==> src/hdl/wstfe_pkg.sv <==
`timescale 1ns / 1ps
`default_nettype none

package wstfe_pkg;

  // Frame header constants
  localparam logic [7:0]  HDR_FIN_TEXT = 8'h80 | 8'h01;
  localparam logic [7:0]  MASK_BIT     = 8'h80;
  localparam logic [7:0]  LEN16_CODE   = 8'd126;
  localparam logic [7:0]  LEN64_CODE   = 8'd127;
  localparam logic [31:0] LEN16_MAX    = 32'hFFFF;

  // Header byte position counter: up to 14 header bytes
  localparam int          IDX_W        = 4;

  // Default depth of the request queue between front and back
  localparam int          QUEUE_DEPTH  = 4;

  typedef enum logic [1:0] {
    JOB_START,
    JOB_DATA,
    JOB_MISUSE
  } job_kind_t;

  typedef enum logic [1:0] {
    FORM_SHORT,
    FORM_MID,
    FORM_LONG
  } len_form_t;

  // One classified request, handed from front to back
  typedef struct packed {
    job_kind_t   kind;
    len_form_t   form;
    logic [31:0] len;
    logic [31:0] key;
    logic [7:0]  dbyte;
    logic        fend;
  } job_t;

  // Key byte 0 sits in bits 31..24
  function automatic logic [7:0] key_byte(input logic [31:0] key, input logic [1:0] sel);
    logic [7:0] b;
    case (sel)
      2'd0:    b = key[31:24];
      2'd1:    b = key[23:16];
      2'd2:    b = key[15:8];
      default: b = key[7:0];
    endcase
    return b;
  endfunction

endpackage

`default_nettype wire

==> src/hdl/wstfe_front.sv <==
`timescale 1ns / 1ps
`default_nettype none

module wstfe_front (
  input  wire                 clk,
  input  wire                 rst_n,
  input  wire                 acc,
  input  wire                 cmd,
  input  wire [31:0]          payload_length,
  input  wire [31:0]          mask_key,
  input  wire [7:0]           data_byte,
  output wstfe_pkg::job_t     job
);
  import wstfe_pkg::*;

  logic [31:0] bytes_left_r, bytes_left_nxt;
  logic [31:0] key_held_r, key_held_nxt;
  logic [1:0]  key_phase_r, key_phase_nxt;
  logic        frame_open_r, frame_open_nxt;
  logic [31:0] dec_left;

  assign dec_left = bytes_left_r - 32'd1;

  // Classify the request and advance the frame state
  always_comb begin
    bytes_left_nxt = bytes_left_r;
    key_held_nxt   = key_held_r;
    key_phase_nxt  = key_phase_r;
    frame_open_nxt = frame_open_r;

    job.kind  = JOB_MISUSE;
    job.form  = FORM_SHORT;
    job.len   = payload_length;
    job.key   = mask_key;
    job.dbyte = 8'h00;
    job.fend  = 1'b0;

    if (!cmd) begin
      job.kind = JOB_START;
      if (payload_length < 32'(LEN16_CODE)) begin
        job.form = FORM_SHORT;
      end else if (payload_length <= LEN16_MAX) begin
        job.form = FORM_MID;
      end else begin
        job.form = FORM_LONG;
      end
      job.fend = (payload_length == 32'd0);
      if (acc) begin
        bytes_left_nxt = payload_length;
        key_held_nxt   = mask_key;
        key_phase_nxt  = 2'd0;
        frame_open_nxt = (payload_length != 32'd0);
      end
    end else if (frame_open_r) begin
      job.kind  = JOB_DATA;
      job.dbyte = data_byte ^ key_byte(key_held_r, key_phase_r);
      job.fend  = (dec_left == 32'd0);
      if (acc) begin
        bytes_left_nxt = dec_left;
        key_phase_nxt  = key_phase_r + 2'd1;
        frame_open_nxt = (dec_left != 32'd0);
      end
    end
  end

  // Hold frame state
  always_ff @(posedge clk) begin
    if (!rst_n) begin
      bytes_left_r <= '0;
      key_held_r   <= '0;
      key_phase_r  <= '0;
      frame_open_r <= 1'b0;
    end else begin
      bytes_left_r <= bytes_left_nxt;
      key_held_r   <= key_held_nxt;
      key_phase_r  <= key_phase_nxt;
      frame_open_r <= frame_open_nxt;
    end
  end

`ifndef NO_ASSERTIONS
  a_open_matches_left: assert property (@(posedge clk) disable iff (!rst_n)
    frame_open_r == (bytes_left_r != 32'd0))
    else $error("frame open flag disagrees with remaining count");

  a_misuse_keeps_state: assert property (@(posedge clk) disable iff (!rst_n)
    (acc && cmd && !frame_open_r) |=> ($stable(bytes_left_r) && $stable(key_phase_r)))
    else $error("stray payload byte changed frame state");
`endif

endmodule

`default_nettype wire

==> src/hdl/wstfe_queue.sv <==
`timescale 1ns / 1ps
`default_nettype none

module wstfe_queue #(
  parameter int DEPTH = wstfe_pkg::QUEUE_DEPTH
) (
  input  wire                 clk,
  input  wire                 rst_n,
  input  wire                 wr_en,
  input  wire wstfe_pkg::job_t wr_job,
  input  wire                 rd_en,
  output wstfe_pkg::job_t     rd_job,
  output logic                q_full,
  output logic                q_empty
);
  import wstfe_pkg::*;

  localparam int PW = (DEPTH > 1) ? $clog2(DEPTH) : 1;
  localparam int CW = $clog2(DEPTH + 1);

  job_t          slot_r [DEPTH];
  logic [PW-1:0] wr_ptr_r, wr_ptr_nxt;
  logic [PW-1:0] rd_ptr_r, rd_ptr_nxt;
  logic [CW-1:0] count_r, count_nxt;

  assign q_full  = (count_r == CW'(DEPTH));
  assign q_empty = (count_r == '0);
  assign rd_job  = slot_r[rd_ptr_r];

  // Advance pointers with wrap and track the fill level
  always_comb begin
    wr_ptr_nxt = wr_ptr_r;
    rd_ptr_nxt = rd_ptr_r;
    count_nxt  = count_r;
    if (wr_en) begin
      wr_ptr_nxt = (wr_ptr_r == PW'(DEPTH - 1)) ? '0 : wr_ptr_r + PW'(1);
    end
    if (rd_en) begin
      rd_ptr_nxt = (rd_ptr_r == PW'(DEPTH - 1)) ? '0 : rd_ptr_r + PW'(1);
    end
    if (wr_en && !rd_en) begin
      count_nxt = count_r + CW'(1);
    end else if (!wr_en && rd_en) begin
      count_nxt = count_r - CW'(1);
    end
  end

  always_ff @(posedge clk) begin
    if (!rst_n) begin
      wr_ptr_r <= '0;
      rd_ptr_r <= '0;
      count_r  <= '0;
    end else begin
      wr_ptr_r <= wr_ptr_nxt;
      rd_ptr_r <= rd_ptr_nxt;
      count_r  <= count_nxt;
    end
  end

  // Store request payload
  always_ff @(posedge clk) begin
    if (wr_en) begin
      slot_r[wr_ptr_r] <= wr_job;
    end
  end

`ifndef NO_ASSERTIONS
  a_count_bound: assert property (@(posedge clk) disable iff (!rst_n)
    count_r <= CW'(DEPTH))
    else $error("queue fill count beyond depth");

  a_count_step: assert property (@(posedge clk) disable iff (!rst_n)
    (wr_en && !rd_en) |=> (count_r == $past(count_r) + CW'(1)))
    else $error("queue fill count did not step on write");
`endif

endmodule

`default_nettype wire

==> src/hdl/wstfe_back.sv <==
`timescale 1ns / 1ps
`default_nettype none

module wstfe_back (
  input  wire                 clk,
  input  wire                 rst_n,
  input  wire                 q_empty,
  input  wire wstfe_pkg::job_t head,
  output logic                q_pop,
  output logic                empty,
  input  wire                 pop,
  output logic [7:0]          out_byte,
  output logic                out_run_last,
  output logic                out_frame_end,
  output logic                out_misuse
);
  import wstfe_pkg::*;

  logic [IDX_W-1:0] idx_r, idx_nxt;
  logic [IDX_W-1:0] last_idx, key_ofs;
  logic [1:0]       key_sel;
  logic [7:0]       byte_c;
  logic             last_c, fend_c, misuse_c;
  logic             load;
  logic             out_vld_r;
  logic [7:0]       out_byte_r;
  logic             out_run_last_r, out_frame_end_r, out_misuse_r;

  assign load    = !q_empty && (!out_vld_r || pop);
  assign key_sel = 2'(idx_r - key_ofs);

  // Build the byte at the current header position, the single payload byte, or a misuse result
  always_comb begin
    case (head.form)
      FORM_SHORT: begin
        last_idx = IDX_W'(5);
        key_ofs  = IDX_W'(2);
      end
      FORM_MID: begin
        last_idx = IDX_W'(7);
        key_ofs  = IDX_W'(4);
      end
      default: begin
        last_idx = IDX_W'(13);
        key_ofs  = IDX_W'(10);
      end
    endcase

    byte_c   = 8'h00;
    last_c   = 1'b1;
    fend_c   = 1'b0;
    misuse_c = 1'b0;

    case (head.kind)
      JOB_START: begin
        last_c = (idx_r == last_idx);
        fend_c = last_c && head.fend;
        if (idx_r == '0) begin
          byte_c = HDR_FIN_TEXT;
        end else if (idx_r >= key_ofs) begin
          byte_c = key_byte(head.key, key_sel);
        end else begin
          case (head.form)
            FORM_SHORT: byte_c = MASK_BIT | {1'b0, head.len[6:0]};
            FORM_MID: begin
              case (idx_r)
                IDX_W'(1): byte_c = MASK_BIT | LEN16_CODE;
                IDX_W'(2): byte_c = head.len[15:8];
                default:   byte_c = head.len[7:0];
              endcase
            end
            default: begin
              case (idx_r)
                IDX_W'(1): byte_c = MASK_BIT | LEN64_CODE;
                IDX_W'(6): byte_c = head.len[31:24];
                IDX_W'(7): byte_c = head.len[23:16];
                IDX_W'(8): byte_c = head.len[15:8];
                IDX_W'(9): byte_c = head.len[7:0];
                default:   byte_c = 8'h00;
              endcase
            end
          endcase
        end
      end
      JOB_DATA: begin
        byte_c = head.dbyte;
        fend_c = head.fend;
      end
      default: begin
        misuse_c = 1'b1;
      end
    endcase
  end

  // Drop the request from the queue on its last byte
  assign q_pop = load && last_c;

  always_comb begin
    idx_nxt = idx_r;
    if (load) begin
      idx_nxt = last_c ? '0 : idx_r + IDX_W'(1);
    end
  end

  always_ff @(posedge clk) begin
    if (!rst_n) begin
      idx_r     <= '0;
      out_vld_r <= 1'b0;
    end else begin
      idx_r <= idx_nxt;
      if (load) begin
        out_vld_r <= 1'b1;
      end else if (pop) begin
        out_vld_r <= 1'b0;
      end
    end
  end

  // Hold the result until it is taken
  always_ff @(posedge clk) begin
    if (load) begin
      out_byte_r      <= byte_c;
      out_run_last_r  <= last_c;
      out_frame_end_r <= fend_c;
      out_misuse_r    <= misuse_c;
    end
  end

  assign empty         = !out_vld_r;
  assign out_byte      = out_byte_r;
  assign out_run_last  = out_run_last_r;
  assign out_frame_end = out_frame_end_r;
  assign out_misuse    = out_misuse_r;

`ifndef NO_ASSERTIONS
  a_idx_needs_head: assert property (@(posedge clk) disable iff (!rst_n)
    (idx_r != '0) |-> !q_empty)
    else $error("header position advanced with no request queued");

  a_idx_in_range: assert property (@(posedge clk) disable iff (!rst_n)
    (!q_empty && head.kind == JOB_START) |-> (idx_r <= last_idx))
    else $error("header position beyond frame header");
`endif

endmodule

`default_nettype wire

==> src/hdl/websocket_text_frame_encoder_top.sv <==
`timescale 1ns / 1ps
`default_nettype none

// Channel   | Handshake     | Ports
// ----------+---------------+---------------------------------------------------
// request   | push / full   | in_cmd, in_payload_length, in_mask_key, in_data_byte
// result    | empty / pop   | out_byte, out_run_last, out_frame_end, out_misuse
//
// A payload request yields one byte; a start request yields 6, 8 or 14 header
// bytes, one per cycle unless pop stalls, from the back end's header sequencer.
// The front end updates frame state on accept; a QUEUE_DEPTH-entry queue lets it
// keep taking requests while the back end spells out a header.
// An accepted request is written into the queue, then its bytes are registered at the outputs.
// Synchronous active-low reset empties the queue and closes any open frame.
// full rises only when the queue is full; pop stalls hold the output register.

module websocket_text_frame_encoder_top #(
  parameter int QUEUE_DEPTH = wstfe_pkg::QUEUE_DEPTH
) (
  input  wire         clk,
  input  wire         rst_n,
  input  wire         push,
  output logic        full,
  input  wire         in_cmd,
  input  wire [31:0]  in_payload_length,
  input  wire [31:0]  in_mask_key,
  input  wire [7:0]   in_data_byte,
  output logic        empty,
  input  wire         pop,
  output logic [7:0]  out_byte,
  output logic        out_run_last,
  output logic        out_frame_end,
  output logic        out_misuse
);
  import wstfe_pkg::*;

  logic acc;
  logic q_full, q_empty, q_pop;
  job_t new_job, head_job;

  assign full = q_full;
  assign acc  = push && !q_full;

  wstfe_front u_front (
    .clk            (clk),
    .rst_n          (rst_n),
    .acc            (acc),
    .cmd            (in_cmd),
    .payload_length (in_payload_length),
    .mask_key       (in_mask_key),
    .data_byte      (in_data_byte),
    .job            (new_job)
  );

  wstfe_queue #(
    .DEPTH (QUEUE_DEPTH)
  ) u_queue (
    .clk     (clk),
    .rst_n   (rst_n),
    .wr_en   (acc),
    .wr_job  (new_job),
    .rd_en   (q_pop),
    .rd_job  (head_job),
    .q_full  (q_full),
    .q_empty (q_empty)
  );

  wstfe_back u_back (
    .clk           (clk),
    .rst_n         (rst_n),
    .q_empty       (q_empty),
    .head          (head_job),
    .q_pop         (q_pop),
    .empty         (empty),
    .pop           (pop),
    .out_byte      (out_byte),
    .out_run_last  (out_run_last),
    .out_frame_end (out_frame_end),
    .out_misuse    (out_misuse)
  );

`ifndef NO_ASSERTIONS
  a_misuse_alone: assert property (@(posedge clk) disable iff (!rst_n)
    (!empty && out_misuse) |-> (out_run_last && !out_frame_end && out_byte == 8'h00))
    else $error("stray byte result carries frame data");

  a_end_is_last: assert property (@(posedge clk) disable iff (!rst_n)
    (!empty && out_frame_end) |-> out_run_last)
    else $error("frame end flagged mid request");

  a_full_blocks: assert property (@(posedge clk) disable iff (!rst_n)
    (full && !q_pop) |=> full)
    else $error("queue drained with no pop from back end");
`endif

endmodule

`default_nettype wire

==> config.mk <==
export PLATFORM = sky130hd
export DESIGN_NAME = websocket_text_frame_encoder_top
export DESIGN_NICKNAME = d
export VERILOG_FILES = /design/src/hdl/wstfe_pkg.sv /design/src/hdl/wstfe_front.sv /design/src/hdl/wstfe_queue.sv /design/src/hdl/wstfe_back.sv /design/src/hdl/websocket_text_frame_encoder_top.sv
export SDC_FILE = /design/constraint.sdc
export NUM_CORES = 1
export LEC_CHECK = 0
export BUFFER_PORTS_ARGS = -buffer_cell sky130_fd_sc_hd__buf_2
export CAP_MARGIN = 0
export CELL_PAD_IN_SITES_DETAIL_PLACEMENT = 0
export CELL_PAD_IN_SITES_GLOBAL_PLACEMENT = 1
export CORE_UTILIZATION = 45
export CTS_CLUSTER_SIZE = 20
export DETAILED_ROUTE_END_ITERATION = 7
export PLACE_DENSITY_LB_ADDON = 0.1
export SLEW_MARGIN = 20
export SYNTH_ARGS = -nofsm -noshare
export SYNTH_HDL_FRONTEND = slang
export SYNTH_SLANG_ARGS = --single-unit
export TNS_END_PERCENT = 1
==> constraint.sdc <==
create_clock -name clk -period 5 [get_ports clk]
set_input_delay 0.5 -clock clk [delete_from_list [all_inputs] [get_ports clk]]
set_output_delay 0.5 -clock clk [all_outputs]
set_load 0.02 [all_outputs]
==> flow_summary.json, run 1 <==
{
  "row_count": 71,
  "postCtsResizedCells": 0,
  "ys.flop_type": "edfxtp_1",
  "fin_crit_ps": 3800,
  "n_antenna_cell": 0,
  "hold_path_depth": 1,
  "final_cells": 1780,
  "cts_tree": "yes",
  "synthArstFlopShare_pct": 0,
  "syn_avg_cell_area_um2": 14.9,
  "dieArea_um2": 38800,
  "arrival_ps": 4260,
  "ir_drop_uv": 262,
  "pin_count": 90,
  "clkTransAtPathRegs_ps": 60,
  "ys_top_cells_by_area": "edfxtp_1, mux4_2, dfxtp_1",
  "grt_usage_pct": 22.9,
  "hp-start": "in_mask_key[5]",
  "slew_viol_final": 0,
  "synth_edf_count": 319,
  "drt_wl_total_mm": 43.3,
  "hold_viol": 0,
  "seq_area_frac_synth_pct": 65.5,
  "grt_use_met1_pct": 35.3,
  "clkLatencyLatePin_ps": 550,
  "ant_nets": 0,
  "grt_pass1_vias": 10100,
  "syn_nets": 1244,
  "busiest_layer": "met1",
  "cts_buffers": 44,
  "endpoint_kind": "flop",
  "antenna_found_initial": 1,
  "clock_skew_ps": 19.8,
  "cp_max_fo": 18,
  "yosys.area.top_type_share_pct": 56.0,
  "die_height_um": 197,
  "gr-total-overflow": 0,
  "yosys_warnings": 0,
  "grt_setup_unrepaired": "no",
  "area_growth_pct": 14.0,
  "start_util_pct": 45.6,
  "synth_top_cell_by_area": "edfxtp_1",
  "reg2reg_depth": 13,
  "static-leakage-power_nw": 6.52,
  "postCtsHoldBufs": 0,
  "drive_gt1_share_pct": 22.1,
  "drt_iter0_markers": 887,
  "tns_ps": 0,
  "globalplace.congestion": 0.781,
  "detailroute.via_count": 10200,
  "fmax_ghz": 0.263,
  "hold_path.class": "primary input to flop",
  "drc_errors": 0,
  "clockBufferDepth": 3,
  "r2r-end": "u_queue.count_r[2]",
  "firstDrtPassIters": 5,
  "fin_crit_sh_pct": 76.0,
  "wl_per_cell_um": 24.3,
  "io_buffers": 89,
  "synth.ff_latch_count": 400,
  "drt-vias-per-instance": 5.73,
  "fp.coreArea_um2": 37500,
  "grt_max_degree": 59,
  "post_cts_buffers": 0,
  "dp_hpwl_mm": 28.0,
  "met3_usage_pct": 3.01,
  "grt_pass1_wl_mm": 65.0,
  "finalSetupViolCount": 0,
  "postSynthCellCount": 1147,
  "timing.slew.headroom_pct": 31.7,
  "max-cap-violations": 0,
  "reg2reg_slack_ps": 1200,
  "crit_path_start_kind": "flop",
  "clock-sinks": 400,
  "whs_ps": 190,
  "die_w_um": 197,
  "clockRootBuffer": "clkbuf_16",
  "criticalPathCategory": "flop to flop",
  "critPathRequiredTime_ps": 5460,
  "synth.distinct_cells": 74,
  "power_density_nw_per_um2": 517,
  "grt.met2_usage_pct": 34.4,
  "worstMarginPinSlew_ps": 1020,
  "cts.htree.levels": 2,
  "nNetsFinal": 1331,
  "mappedNetlistArea_um2": 17100,
  "dp.cells": 1699,
  "status": "finished clean",
  "min_to": "u_queue.slot_r[0][14]"
}
==> cells in the mapped netlist, drive strengths merged (8+ instances only) <==
library cell	number
edfxtp	319
a21boi	39
ha	19
a21oi	33
xnor2	19
and2	19
o22ai	11
nand2b	11
nor2	60
clkbuf	41
buf	24
dfxtp	81
o21ai	46
a31oi	9
a222oi	8
nand3	10
nor4	17
inv	25
a22oi	19
mux4	85
nor2b	16
or3	8
nand2	110
nor3	28
==> critical path: stages (launching register included) <==
cell and delay [ps]:
dfxtp_4 570, mux4_2 610, nand2b_4 190, ha_1 310
inv_2 160, a41oi_1 310, nand2b_1 100, nand2_1 170
ha_1 210, inv_1 60, fa_1 370, xor2_1 180
or3_1 310, a21boi_0 160
==> registers in the layout, indices dropped and copies added, names as in the netlist, named ones only <==
register              cells
u_back.out_frame_end      1
u_back.out_byte           8
u_queue.rd_ptr_r          2
u_queue.wr_ptr_r          2
u_queue.slot_r          308
u_back.out_run_last       1
u_front.bytes_left_r     32
u_back.out_misuse         1
u_front.frame_open_r      1
u_back.out_vld_r          1
u_back.idx_r              4
u_queue.count_r           3
u_front.key_phase_r       2
u_front.key_held_r       32
==> per-layer routing <==
layer  part of all wire [%]  routed length, um
met2                     45              19600
met4                    2.0                850
met5                  0.030                 13
met1                     48              20800
met3                    4.6               2010
==> layout make-up <==
class	instances	area (um^2)
clock buffers	66	1260
clock inverters	15	208
fillers	3204	18000
inverters	27	101
multi-input cells	655	5500
flip-flops and latches	400	11200
well taps	511	639
repair buffers	106	573
==> logic make-up after synthesis <==
family                   synth area share, %
XOR/XNOR                                1.23
adder cells (fa/ha/maj)                 1.51
multiplexers                            11.6
AND/OR/NAND/NOR                         9.49
AO/OA/AOI/OAI                           8.24
buffers and inverters                   2.42
flip-flops                              65.5
==> where the power goes <==
group	switching, W	internal [W]
Sequential	0.000243	0.00397
Combinational	0.00144	0.00113
Clock	0.00129	0.00201
==> worst max path at each step <==
stage	from	slack, ps	cells past startpoint	to
2_1_floorplan	flop	1640	14	u_queue.count_r[2]
3_3_place_gp	flop	1220	13	u_queue.count_r[2]
3_5_place_dp	flop	1140	13	u_queue.count_r[2]
4_1_cts	flop	1120	13	u_queue.count_r[2]
5_1_grt	flop	900	13	u_queue.count_r[2]
6_report	flop	1200	13	u_queue.count_r[2]
==> metrics by stage <==
step / cell area, um^2 / setup WS [ps] / power (W) / utilization [%]
finish: 19500 / 1200 / 0.0101 / 52.0
global route: 19500 / 903 / 0.0105 / 52.0
CTS: 19500 / 1120 / 0.0102 / 52.0
detailed placement: 18000 / 1140 / 0.00690 / 48.1
global placement: 18000 / 1220 / 0.00687 / 48.1
floorplan: 17100 / 1640 / 0.00609 / -
==> placed cells by master, fill, tap and decap left out, types with 6 or more instances in the layout <==
master and n:
mux2i_1 7, nor4_1 14, nand2_1 110, edfxtp_1 319
buf_4 17, a31oi_1 9, nand4_1 7, a222oi_1 8
a21boi_0 37, nor2b_1 16, or3_1 8, clkbuf_16 45
nor2_1 59, and2_1 15, clkbuf_8 6, o22ai_1 11
mux4_2 85, nor3_1 25, ha_1 19, nand2b_1 10
o21ai_0 41, xnor2_1 19, dfxtp_1 79, nand3_1 10
a22oi_1 19, clkbuf_1 15, buf_2 89, a21oi_1 32
inv_1 24
Power figures use the tool's default switching activity.
==> inputs of run 2 (changes only) <==
Clock period 5 ns to 3.4 ns, I/O delays scaled along.
==> run 2 against run 1 <==
Against the previous run: largest cell class unchanged; largest power group unchanged; sequential cell count unchanged; cell count increased by 1.7%; the run now ends with DRC left; register-to-register slack worse by 1000 ps; setup slack worse by 1000 ps; sequential power increased by 44%.
==> flow_summary.json, run 2 (synthesized netlist as in run 1, its figures left out) <==
{
  "reg2reg_depth": 13,
  "path_delay_family": "adder cells",
  "status": "complete, but fails checks",
  "area_growth_pct": 15.7,
  "mostFrequentLayoutCell": "edfxtp_1",
  "criticalPathCategory": "flop to flop",
  "clock-sinks": 400,
  "row_count": 71,
  "firstDrtPassIters": 7,
  "clockBufferDepth": 3,
  "top_regs": "u_queue.slot_r: 308 flops, u_front.bytes_left_r: 32 flops, u_front.key_held_r: 32 flops",
  "drt_wl_total_mm": 42.9,
  "hold_path.class": "primary input to flop",
  "place_area_um2": 18400,
  "ir_drop_uv": 439,
  "final_cells": 1811,
  "multi_input_area_um2": 5510,
  "power_density_nw_per_um2": 750,
  "path_depth": 13,
  "dp.cells": 1728,
  "gr-total-overflow": 0,
  "slew_viol_final": 0,
  "grt_setup_unrepaired": "no",
  "fp.coreArea_um2": 37500,
  "endpoint_kind": "flop",
  "cts_buffers": 44,
  "drive_gt1_share_pct": 24.0,
  "num-fill-cells": 3204,
  "static-leakage-power_nw": 6.67,
  "cts.htree.levels": 2,
  "critPathMaxStageDelay_ps": 520,
  "violations": "DRC",
  "hold_viol": 0,
  "critPathRequiredTime_ps": 3880,
  "arrival_ps": 3680,
  "drt-vias-per-instance": 5.66,
  "die_w_um": 197,
  "regArea_um2": 11200,
  "drc_errors": 2,
  "grt_usage_pct": 22.8,
  "dp_hpwl_mm": 28.5,
  "clockRootBuffer": "clkbuf_16",
  "hold_path_depth": 1,
  "finalSetupViolCount": 0,
  "drt_iter0_markers": 870,
  "pin_count": 90,
  "post_cts_buffers": 0,
  "start_util_pct": 45.6,
  "tns_ps": 0,
  "cts_tree": "yes",
  "globalplace.congestion": 0.764,
  "worstMarginPinSlew_ps": 761,
  "crit_path_start_kind": "flop",
  "fin_crit_sh_pct": 94.1,
  "cp_max_fo": 7,
  "die_height_um": 197,
  "timing.slew.headroom_pct": 48.7,
  "fin_crit_ps": 3200,
  "antenna_found_initial": 0,
  "path_common_cell": "ha_1",
  "clock_skew_ps": 18.4,
  "n_antenna_cell": 0,
  "crit_chain": "mux4_2 > nand2b_4 > ha_1 > inv_2 > a41oi_2 > nand2b_1 > nand2_1 > ha_1 > inv_1 > fa_1 > xor2_1 > or3_1 > a21boi_0",
  "clkLatencyLatePin_ps": 550,
  "wl_per_cell_um": 23.7,
  "ant_nets": 0,
  "critical_path_buf_inv_count": 2,
  "final_cell_mix": "edfxtp_1, nand2_1, buf_2",
  "final_cell_area_um2": 19800,
  "dieArea_um2": 38800,
  "largest_reg_flops": 308,
  "top_register": "u_queue.slot_r",
  "max-cap-violations": 0,
  "grt_max_degree": 58,
  "slowest_stage": "mux4_2",
  "grt_pass1_wl_mm": 65.2,
  "grt_pass1_vias": 10200,
  "fmax_ghz": 0.313,
  "total_power_w": 0.0148,
  "io_buffers": 89,
  "detailroute.via_count": 10300,
  "nNetsFinal": 1361,
  "clkTransAtPathRegs_ps": 60
}
-- run 2: cell types whose count changed in the layout (fill, tap and decap cells not counted) --
cell	previous run	this run
a41oi_1	3	2
a41oi_2	0	1
buf_12	0	9
buf_4	17	37
bufinv_16	5	3
clkbuf_1	15	13
clkbuf_8	6	3
clkinv_1	5	7
clkinv_2	4	6
clkinv_4	0	2
clkinvlp_4	0	2
dlygate4sd3_1	0	1
-- run 2: layer usage --
layer	routed length (um)	part of all wire (%)	GRT usage, %
met4	643	1.5	4.88
met1	20500	48	34.8
met2	19500	45	34.5
met3	2220	5.2	3.34
met5	0	0	0
-- run 2: worst paths after layout --
path / startpoint / endpoint / slack, ps
worst max-delay path: flop / u_queue.count_r[2] / 200
worst min register to register: u_front.key_held_r[17] / u_front.key_held_r[17] / 460
worst max register to register: flop / u_queue.count_r[2] / 200
worst min-delay path: in_mask_key[18] / u_queue.slot_r[2][27] / 30
-- run 2: through the flow --
step / util (%) / setup slack [ps] / hold slack [ps]
floorplan: - / 42.0 / 439
global placement: 49.0 / 215 / 451
detailed placement: 49.0 / 99.7 / 457
CTS: 52.8 / 86.4 / 3.10
global route: 52.8 / 20.6 / 14.0
finish: 52.8 / 201 / 29.1
-- run 2: worst register-to-register path: cells and delay by family, from the launching register on --
family	cells	cell delay, ps
buffers and inverters	2	110
xor gates and xnor gates	1	180
DFF	1	410
muxes	1	520
AOI/OAI and AO/OA	2	370
and+or+nand+nor	4	700
adders and majority gates	3	860
-- run 2: layout make-up --
cell class	count	share of cell area [%]
clock buffer	61	6.15
clock inverter	21	0.999
tap	511	3.23
inverter	27	0.512
sequential	400	56.6
multi-input combinational	655	27.9
timing repair buffer	136	4.62
-- run 2: where the power goes --
group	switching, W	internal [W]	total (W)
registers	0.000240	0.00583	0.00607
logic	0.00230	0.00182	0.00412
clock network	0.00191	0.00274	0.00465
total	0.00445	0.0104	0.0148
-- run 2: timing repair --
action                     4_1_cts  5_1_grt
hold endpoints to repair         1        0
gates resized for setup          0        1
hold buffers                     1        0
setup endpoints to repair        0        1
==> inputs of run 3 (changes only) <==
Settings changed: ABC_AREA set to 1, CORE_UTILIZATION 45 to 44, CTS_CLUSTER_DIAMETER set to 150.
==> run 3 against run 2 <==
Against the previous run: the flow now finishes without violations; non-clock buffer count is 13 lower; clock-buffer cell count shrank 20; core utilization down 3.3 points; wire length increased by 17%; critical path depth grew 7; critical endpoint unchanged.
==> flow_summary.json, run 3 <==
{
  "clockRootBuffer": "clkbuf_16",
  "synth_most_common_cell": "edfxtp_1",
  "worstMarginPinSlew_ps": 1000,
  "reg2reg_slack_ps": 440,
  "syn_avg_cell_area_um2": 10.2,
  "synth.distinct_cells": 49,
  "cts_tree": "yes",
  "tns_ps": 0,
  "power_density_nw_per_um2": 715,
  "clkLatencyLatePin_ps": 550,
  "wl_met3_mm": 2.87,
  "fmax_ghz": 0.337,
  "pin_count": 90,
  "pre_cts_ws_ps": 480,
  "ant_nets": 0,
  "syn_nets": 1817,
  "area_growth_pct": 9.70,
  "mostFrequentLayoutCell": "edfxtp_1",
  "clock_skew_ps": 21.6,
  "gr-total-overflow": 0,
  "synth_common_cells": "edfxtp_1, nand2_1, nor2_1",
  "grt_usage_pct": 24.4,
  "critPathRequiredTime_ps": 3840,
  "drc_errors": 0,
  "clock-sinks": 400,
  "hold_path_depth": 1,
  "start_util_pct": 45.1,
  "cts.htree.levels": 1,
  "crit_path_start_kind": "flop",
  "yosys_warnings": 0,
  "min_to": "u_queue.slot_r[3][13]",
  "fin_crit_ps": 2960,
  "arrival_ps": 3410,
  "dp.cells": 2274,
  "synth_edf_count": 319,
  "final_cell_mix": "edfxtp_1, nand2_1, nor2_1",
  "r2r-end": "u_queue.count_r[2]",
  "fin_crit_sh_pct": 87.2,
  "firstDrtPassIters": 5,
  "timing.slew.headroom_pct": 33.0,
  "max-cap-violations": 0,
  "fp.coreArea_um2": 39000,
  "drt_iter0_markers": 1101,
  "detailroute.via_count": 12800,
  "wl_met1_mm": 24.2,
  "cts_buffers": 23,
  "top_regs": "u_queue.slot_r: 308 flops, u_front.bytes_left_r: 32 flops, u_front.key_held_r: 32 flops",
  "hold_viol": 0,
  "row_count": 72,
  "whs_ps": 27.6,
  "die_w_um": 202,
  "topRoutingLayerUsed": "met4",
  "grt_pass1_vias": 12000,
  "hp-start": "in_mask_key[4]",
  "finalSetupViolCount": 0,
  "drt_wl_total_mm": 50.1,
  "clkTransAtPathRegs_ps": 90,
  "seq_area_frac_synth_pct": 63.6,
  "final_cells": 2318,
  "total_power_w": 0.0138,
  "clockBufferDepth": 3,
  "wl_per_cell_um": 21.6,
  "postCtsResizedCells": 0,
  "cp_max_fo": 9,
  "top_register": "u_queue.slot_r",
  "dp_hpwl_mm": 32.6,
  "synth_top_cell_by_area": "edfxtp_1",
  "ys_top_cells_by_area": "edfxtp_1, dfxtp_1, nand2_1",
  "grt_setup_unrepaired": "no",
  "status": "finished clean",
  "io_buffers": 89,
  "ys.flop_type": "edfxtp_1",
  "globalplace.congestion": 0.868,
  "synth.ff_latch_count": 400,
  "postCtsHoldBufs": 0,
  "dr_wl_met2_mm": 22.4,
  "fin_ws_ps": 436,
  "static-leakage-power_nw": 7.01,
  "die_height_um": 202,
  "mappedNetlistArea_um2": 17600,
  "nNetsFinal": 1878,
  "criticalPathCategory": "flop to flop",
  "ir_drop_uv": 342,
  "endpoint_kind": "flop",
  "largest_reg_flops": 308,
  "drt-vias-per-instance": 5.51,
  "grt_max_degree": 87,
  "hold_path.class": "primary input to flop",
  "post_cts_buffers": 0,
  "postSynthCellCount": 1720,
  "drive_gt1_share_pct": 11.1,
  "antenna_found_initial": 3,
  "synthArstFlopShare_pct": 0,
  "yosys.area.top_type_share_pct": 54.4,
  "dieArea_um2": 40800,
  "reg2reg_depth": 20,
  "grt_pass1_wl_mm": 75.1,
  "slew_viol_final": 0
}
## run 3: stage by stage
step,utilization (%),area [um^2]
6_report,49.5,19300
5_1_grt,49.5,19300
4_1_cts,49.5,19300
3_5_place_dp,47.8,18600
3_3_place_gp,47.8,18600
2_1_floorplan,-,17600
## run 3: kinds of logic (layout without fill, tap and decap cells)
| kind of cell | after synthesis | in the layout | share of synthesized area (%) |
|---|---|---|---|
| other | 0 | 2 | 0 |
| buffers and inverters | 213 | 291 | 5.15 |
| XOR/XNOR | 8 | 8 | 0.398 |
| flip-flops | 400 | 400 | 63.6 |
| AO/OA/AOI/OAI | 433 | 433 | 14.0 |
| AND/OR/NAND/NOR | 646 | 646 | 15.4 |
| adder cells (fa/ha/maj) | 20 | 20 | 1.46 |
## run 3: worst max path at each step
stage,to,slack [ps],cells after the start
2_1_floorplan,u_queue.slot_r[0][0],-1290,5
3_3_place_gp,u_queue.count_r[2],540,20
3_5_place_dp,u_queue.count_r[2],480,20
4_1_cts,u_queue.count_r[2],460,20
5_1_grt,u_queue.count_r[2],190,20
6_report,u_queue.count_r[2],440,20
## run 3: final cells by class
cell class	instances	area, um^2
Inverter	126	475
Fill cell	3558	19700
Clock buffer	41	643
Clock inverter	1	8.76
Multi-Input combinational cell	1107	5530
Timing Repair Buffer	123	788
Antenna cell	2	5.00
Sequential cell	400	11200
Tap cell	518	648
## run 3: power by group
group          leakage (nW)  switching (W)  total [W]  internal, W
registers              3.61       0.000248    0.00619      0.00594
logic                  3.09        0.00338    0.00478      0.00140
clock network         0.309        0.00155    0.00284      0.00129
## run 3: per-layer routing
metal	track usage [%]	vias to the layer above
met2	37.2	324
met1	37.7	6237
li1	-	6184
met5	0	-
met4	4.30	0
met3	2.71	36
## run 3: critical path, cell delays in order (launching register included)
cell and delay, ps:
dfxtp_4 410, inv_4 70, nand2_1 60, nand3_1 70
nand2_2 100, inv_2 60, nor2_4 100, inv_1 60
ha_1 290, nor2_1 60, a31oi_1 200, buf_4 150
nand2_1 90, nand2_1 100, ha_1 150, inv_1 70
fa_1 380, a21oi_1 140, o21ai_0 110, o21ai_0 150
a21oi_1 50
